--- config.mk ---
export PLATFORM = sky130hd
export DESIGN_NAME = hla_ctrl
export DESIGN_NICKNAME = d
export VERILOG_FILES = /design/src/hla_pkg.sv /design/src/hla_ctrl.sv
export SDC_FILE = /design/constraint.sdc
export NUM_CORES = 1
export LEC_CHECK = 0
export ABC_AREA = 1
export BUFFER_PORTS_ARGS = -buffer_cell sky130_fd_sc_hd__buf_2
export CAP_MARGIN = 25
export CORE_MARGIN = 2
export CORE_UTILIZATION = 32
export CTS_BUF_LIST = sky130_fd_sc_hd__clkbuf_4
export CTS_CLUSTER_SIZE = 10
export DETAILED_ROUTE_END_ITERATION = 16
export MAX_ROUTING_LAYER = met4
export PLACE_DENSITY = 0.7
export SLEW_MARGIN = 30
export SYNTH_ARGS = -nofsm -noshare
export SYNTH_HDL_FRONTEND = slang
export SYNTH_SLANG_ARGS = --single-unit
--- constraint.sdc ---
create_clock -name aclk -period 3.65 [get_ports aclk]
set_clock_uncertainty 0.1 [all_clocks]
set_input_delay 0.1825 -clock aclk [delete_from_list [all_inputs] [get_ports aclk]]
set_output_delay 0.1825 -clock aclk [all_outputs]
set_load 0.01 [all_outputs]
--- src/hla_pkg.sv ---
// ----------------------------------------------------------------------------
// hla_pkg
// Shared constants, trig tables and controller/datapath interface types for
// the Hough line accumulator.
// ----------------------------------------------------------------------------
`default_nettype none

package hla_pkg;

    localparam int IMG_MAX_DIM = 512;
    localparam int THETA_BINS  = 180;
    localparam int RHO_BINS    = 724;
    localparam int MAX_PEAKS   = 64;
    localparam int WIN_RAD     = 4;
    localparam int VOTE_MAX    = 1023;

    localparam int STORE_DEPTH = THETA_BINS * RHO_BINS;
    localparam int ADDR_W      = $clog2(STORE_DEPTH);
    localparam int THETA_W     = 8;
    localparam int RHO_W       = 10;
    localparam int VOTE_W      = 10;
    localparam int DIM_W       = 10;
    localparam int CNT_W       = 7;
    localparam int WIN_ROW_OFS = WIN_RAD * RHO_BINS;

    localparam logic [1:0] REQ_VOTE  = 2'd0;
    localparam logic [1:0] REQ_SCAN  = 2'd1;
    localparam logic [1:0] REQ_CLEAR = 2'd2;

    localparam logic [1:0] CFG_WIDTH     = 2'd0;
    localparam logic [1:0] CFG_HEIGHT    = 2'd1;
    localparam logic [1:0] CFG_THRESHOLD = 2'd2;

    localparam logic [63:0] Q30_ONE     = 64'd1073741824;
    localparam logic [63:0] PI_Q30      = 64'd3373259426;
    localparam logic [63:0] HALF_PI_Q30 = 64'd1686629713;
    localparam logic [30:0] SQRT2_Q30   = 31'd1518500250;

    typedef logic signed [31:0] trig_tab_t [THETA_BINS];

    typedef struct packed {
        logic clr_step;
        logic load_item;
        logic vote_step;
        logic scan_init;
        logic clr_cnt;
        logic cell_chk;
        logic win_rd;
        logic win_adv;
        logic cell_adv;
        logic peak;
        logic fin;
    } hla_cmd_t;

    typedef struct packed {
        logic clr_last;
        logic theta_last;
        logic pipe_busy;
        logic cand;
        logic win_hit;
        logic win_last;
        logic cell_last;
        logic peak_stall;
        logic out_free;
    } hla_stat_t;

    function automatic logic [DIM_W-1:0] clamp_dim(input logic [DIM_W-1:0] d);
        logic [DIM_W-1:0] r;
        if (d == '0) begin
            r = DIM_W'(1);
        end else if (d > DIM_W'(IMG_MAX_DIM)) begin
            r = DIM_W'(IMG_MAX_DIM);
        end else begin
            r = d;
        end
        return r;
    endfunction

    function automatic logic [63:0] q30_sq_mul(input logic [63:0] term,
                                               input logic [63:0] a);
        logic [63:0] p;
        p = (term * a) >> 30;
        p = (p * a) >> 30;
        return p;
    endfunction

    function automatic logic signed [63:0] sine_fq(input logic [63:0] a_in);
        logic [63:0] a;
        logic [63:0] term;
        logic signed [63:0] sum;
        a = (a_in > HALF_PI_Q30) ? HALF_PI_Q30 : a_in;
        term = a;
        sum = signed'(a);
        term = q30_sq_mul(term, a) / 64'd6;   sum = sum - signed'(term);
        term = q30_sq_mul(term, a) / 64'd20;  sum = sum + signed'(term);
        term = q30_sq_mul(term, a) / 64'd42;  sum = sum - signed'(term);
        term = q30_sq_mul(term, a) / 64'd72;  sum = sum + signed'(term);
        term = q30_sq_mul(term, a) / 64'd110; sum = sum - signed'(term);
        term = q30_sq_mul(term, a) / 64'd156; sum = sum + signed'(term);
        term = q30_sq_mul(term, a) / 64'd210; sum = sum - signed'(term);
        term = q30_sq_mul(term, a) / 64'd272; sum = sum + signed'(term);
        if (sum < 0) begin
            sum = 0;
        end
        if (sum > signed'(Q30_ONE)) begin
            sum = signed'(Q30_ONE);
        end
        return sum;
    endfunction

    function automatic logic [63:0] theta_angle(input int t);
        logic [63:0] tt;
        tt = 64'(t);
        return (tt * PI_Q30 + 64'(THETA_BINS / 2)) / 64'(THETA_BINS);
    endfunction

    function automatic trig_tab_t build_sin();
        trig_tab_t tab;
        logic [63:0] a;
        for (int t = 0; t < THETA_BINS; t++) begin
            a = theta_angle(t);
            tab[t] = 32'(sine_fq((a > HALF_PI_Q30) ? (PI_Q30 - a) : a));
        end
        return tab;
    endfunction

    function automatic trig_tab_t build_cos();
        trig_tab_t tab;
        logic [63:0] a;
        for (int t = 0; t < THETA_BINS; t++) begin
            a = theta_angle(t);
            if (a <= HALF_PI_Q30) begin
                tab[t] = 32'(sine_fq(HALF_PI_Q30 - a));
            end else begin
                tab[t] = 32'(-sine_fq(a - HALF_PI_Q30));
            end
        end
        return tab;
    endfunction

    localparam trig_tab_t SIN_TAB = build_sin();
    localparam trig_tab_t COS_TAB = build_cos();

endpackage

`default_nettype wire

--- src/hla_ctrl.sv ---
// ----------------------------------------------------------------------------
// hla_ctrl
// Sequencer for clear passes, vote sweeps and the peak scan.
// ----------------------------------------------------------------------------
`default_nettype none

module hla_ctrl (
    input  wire logic              aclk,
    input  wire logic              aresetn,
    input  wire logic              s_tvalid,
    output logic                   s_tready,
    input  wire logic [1:0]        req_type,
    input  wire hla_pkg::hla_stat_t stat,
    output hla_pkg::hla_cmd_t      cmd
);
    import hla_pkg::*;

    localparam logic [3:0] ST_CLR    = 4'd0;
    localparam logic [3:0] ST_IDLE   = 4'd1;
    localparam logic [3:0] ST_VOTE   = 4'd2;
    localparam logic [3:0] ST_VDRAIN = 4'd3;
    localparam logic [3:0] ST_CRD    = 4'd4;
    localparam logic [3:0] ST_CCHK   = 4'd5;
    localparam logic [3:0] ST_WRD    = 4'd6;
    localparam logic [3:0] ST_WCHK   = 4'd7;
    localparam logic [3:0] ST_PEAK   = 4'd8;
    localparam logic [3:0] ST_NEXT   = 4'd9;
    localparam logic [3:0] ST_FIN    = 4'd10;

    logic [3:0] state_reg, state_next;
    logic       accept;

    assign s_tready = (state_reg == ST_IDLE);
    assign accept   = s_tvalid && s_tready;

    always_ff @(posedge aclk) begin
        if (!aresetn) begin
            state_reg <= ST_CLR;
        end else begin
            state_reg <= state_next;
        end
    end

    always_comb begin
        state_next = state_reg;
        cmd = '0;
        cmd.load_item = accept;
        cmd.scan_init = accept && (req_type == REQ_SCAN);
        cmd.clr_cnt   = accept && (req_type == REQ_CLEAR);
        unique case (state_reg)
            ST_CLR: begin
                cmd.clr_step = 1'b1;
                if (stat.clr_last) state_next = ST_IDLE;
            end
            ST_IDLE: begin
                if (accept) begin
                    unique case (req_type)
                        REQ_VOTE:  state_next = ST_VOTE;
                        REQ_SCAN:  state_next = ST_CRD;
                        REQ_CLEAR: state_next = ST_CLR;
                        default:   state_next = ST_IDLE;
                    endcase
                end
            end
            ST_VOTE: begin
                cmd.vote_step = 1'b1;
                if (stat.theta_last) state_next = ST_VDRAIN;
            end
            ST_VDRAIN: begin
                if (!stat.pipe_busy) state_next = ST_IDLE;
            end
            ST_CRD: begin
                state_next = ST_CCHK;
            end
            ST_CCHK: begin
                cmd.cell_chk = 1'b1;
                state_next = stat.cand ? ST_WRD : ST_NEXT;
            end
            ST_WRD: begin
                cmd.win_rd = 1'b1;
                state_next = ST_WCHK;
            end
            ST_WCHK: begin
                if (stat.win_hit) begin
                    state_next = ST_NEXT;
                end else if (stat.win_last) begin
                    state_next = ST_PEAK;
                end else begin
                    cmd.win_adv = 1'b1;
                    state_next = ST_WRD;
                end
            end
            ST_PEAK: begin
                cmd.peak = 1'b1;
                if (!stat.peak_stall) state_next = ST_NEXT;
            end
            ST_NEXT: begin
                if (stat.cell_last) begin
                    state_next = ST_FIN;
                end else begin
                    cmd.cell_adv = 1'b1;
                    state_next = ST_CRD;
                end
            end
            ST_FIN: begin
                cmd.fin = 1'b1;
                if (stat.out_free) state_next = ST_IDLE;
            end
            default: begin
                state_next = ST_IDLE;
            end
        endcase
    end

`ifndef SYNTHESIS
    a_accept_quiet: assert property (@(posedge aclk) disable iff (!aresetn)
        accept |-> !stat.pipe_busy)
        else $error("item accepted while vote pipeline busy");
    a_fin_idle: assert property (@(posedge aclk) disable iff (!aresetn)
        (state_reg == ST_FIN && stat.out_free) |=> s_tready)
        else $error("scan did not return to idle");
    a_vote_len: assert property (@(posedge aclk) disable iff (!aresetn)
        (state_reg == ST_VOTE && stat.theta_last) |=> !cmd.vote_step)
        else $error("vote sweep overran");
`endif

endmodule

`default_nettype wire

==> out/summary.txt <==
Synthesized instance count - 96
Top cell by count, worst path - inv_2
DR pass1 iterations - 4
Register area share after synthesis - 0.162
Crit-path cells - inv_2, nor2_2, nand2_2, inv_2, nand3_1, nor2_1, buf_2
Synth unique cells - 19
Internal - 0.121 mW
YS warnings - 0
Die height - 43.4 microns
Area leader, netlist - nand2_1
Post-route cell area - 656 sq um
EDFF count, synth - 0
Critical Setup Path Class - reg2out
Routed length per instance - 8.84 microns
Core area - 1470 sq um
GRT Total Usage - 0.140
Max FFs per register - 4
Starting Density - 0.337
Die W - 43.4 microns
Commonest cells after routing, fill and taps aside - buf_2 (25), nand2_1 (22), nor2_1 (16)
Area delta synth->final - 32.3%
Antenna viol nets, final - 0
Reg clk slew, reported paths - 0.03 ns
Worst path bufs/invs - 3
Top cells by area, synth - nand2_1 (17%), dfxtp_1 (16%), nor2_1 (12%)
Layout cell share with drive strength beyond 1 - 0.350
Seq pwr share - 0.270
Synth top area share - 0.167
Startpoint Class - flip-flop
Routability Congestion - 0.855
RSZ-0062 raised after global routing - no
Starting DRT DRC Count - 15
Setup-failing EPs final - 0
TNS Setup - 0 ns
Setup Buffers After CTS - 0
Top delay family on crit path - simple AND/OR/NAND/NOR gates
Sink Count - 4
Slew Limit Fails - 0
Final Cycle Share - 0.451
Vias in the first global route - 531
IO Port Bufs - 25
Hold buffers post-CTS - 0
Max-cap violations - 0
Commonest non-fill, non-tap cell in the layout - buf_2
H-tree depth - 1
GRT overflow - 0
Combinational share of power - 0.478
WP data arrival - 1.36 ns
Power density cells - 315 nW/um^2
Largest net degree at the start of global routing - 7
Fill count - 180
Io pins - 26
CTS tree - built
Floorplan row count - 14
Die area - 1880 sq um
Sw frac - 0.415
Number of synthesized register bits - 4
Layout net count - 139
Initial antenna violation count - 0
Sw Pwr - 0.0858 mW
Final hold vios - 0
Hold Crit Class - in2reg
CTS root buffer - clkbuf_4
Slew headroom - 0.803
CP peak stage delay - 0.42 ns
Mapped Nets - 110
Bufs on Longest Clock Path - 2
Clk_lat worst skew - 0.23 ns
CP max-delay cell - dfxtp_1
Max rail drop VDD - 0.172 mV
First-pass GRT wire length - 2040 microns
Ant diodes - 0
Post-DP Area - 633 sq um
Worst-margin pin slew - 0.295 ns
Period minus WS final - 1.65 ns
DRC viols - 0
Fmax - 608 MHz
Crit-path max FO - 6
HPWL after DPL - 1080 microns
Worst EP required - 3.37 ns
Clock power share - 0.252
Post-DR vias/cell - 4.66
Number of gates resized after cts - 0
Leakage power - 0.418 nW
Status - completed
CP Capture Type - output port
FFs w/ async S/R, synth - 0
Predominant post-synthesis flop cell - dfxtp_1
Mean Syn Cell Area - 5.16 sq um
Num CTS Buffers - 3
Via Count - 648
Routed WL - 1230 microns
Synth Cell Area - 495 sq um
[cells in the mapped netlist, types with 3 or more instances]
cell     count
a21oi_1      3
dfxtp_1      4
inv_1       15
inv_2        7
nand2_1     22
nand3_1     11
nor2_1      16
nor2_2       4
nor3_1       4
[power groups by stage]
stage / logic (mW) / registers, mW / clock network, mW
finish: 0.0988 / 0.0557 / 0.0520
CTS: 0.0989 / 0.0555 / 0.0558
detailed placement: 0.0984 / 0.0562 / 0
global route: 0.113 / 0.0568 / 0.0570
global placement: 0.0984 / 0.0557 / 0
floorplan: 0.0726 / 0.0547 / 0
[worst register-to-register path, delay by kind of cell (launching register included)]
family          cells  cell delay, ns
flops               1            0.43
compound gates      2            0.28
simple gates        4            0.58
[through the flow]
step | cells | util | hold slack [ns] | setup WS [ns] | power, mW
6_report | 139 | 0.446 | 0.0872 | 2.00 | 0.207
5_1_grt | 139 | 0.446 | 0.109 | 1.89 | 0.226
4_1_cts | 139 | 0.446 | 0.0770 | 2.00 | 0.210
3_5_place_dp | 136 | 0.430 | 0.322 | 2.22 | 0.155
3_3_place_gp | 136 | 0.430 | 0.315 | 2.25 | 0.154
2_1_floorplan | 96 | - | 0.203 | 2.34 | 0.127
[routing by layer]
layer / up-vias / global-route usage / wire, microns
met2: 14 / 0.218 / 619
met5: - / - / 0
met3: 0 / 0 / 50
met4: 0 / 0.0545 / 0
met1: 284 / 0.196 / 560
li1: 350 / - / -
[kinds of logic after synthesis]
logic type             share of synthesized area
AND/OR/NAND/NOR                            0.566
buffers and inverters                      0.182
AO/OA/AOI/OAI                             0.0909
flip-flops                                 0.162
[worst paths after layout]
kind,start,end,cells past startpoint,slack [ns]
max,state_reg[0]$_SDFFE_PN0P_,cmd[7],7,2.00
min,aresetn,state_reg[0]$_SDFFE_PN0P_,3,0.09
max reg2reg,state_reg[2]$_SDFFE_PN0P_,state_reg[3]$_SDFFE_PN0P_,6,2.20
min reg2reg,state_reg[1]$_SDFFE_PN0P_,state_reg[1]$_SDFFE_PN0P_,2,0.45
[final cells by class]
cell class / count / area, sq um / area share
Multi-Input combinational cell: 69 / 325 / 0.496
Timing Repair Buffer: 25 / 125 / 0.191
Tap cell: 16 / 20.0 / 0.0305
Inverter: 22 / 82.6 / 0.126
Sequential cell: 4 / 80.1 / 0.122
Clock buffer: 3 / 22.5 / 0.0344
Power figures use the tool's default switching activity.
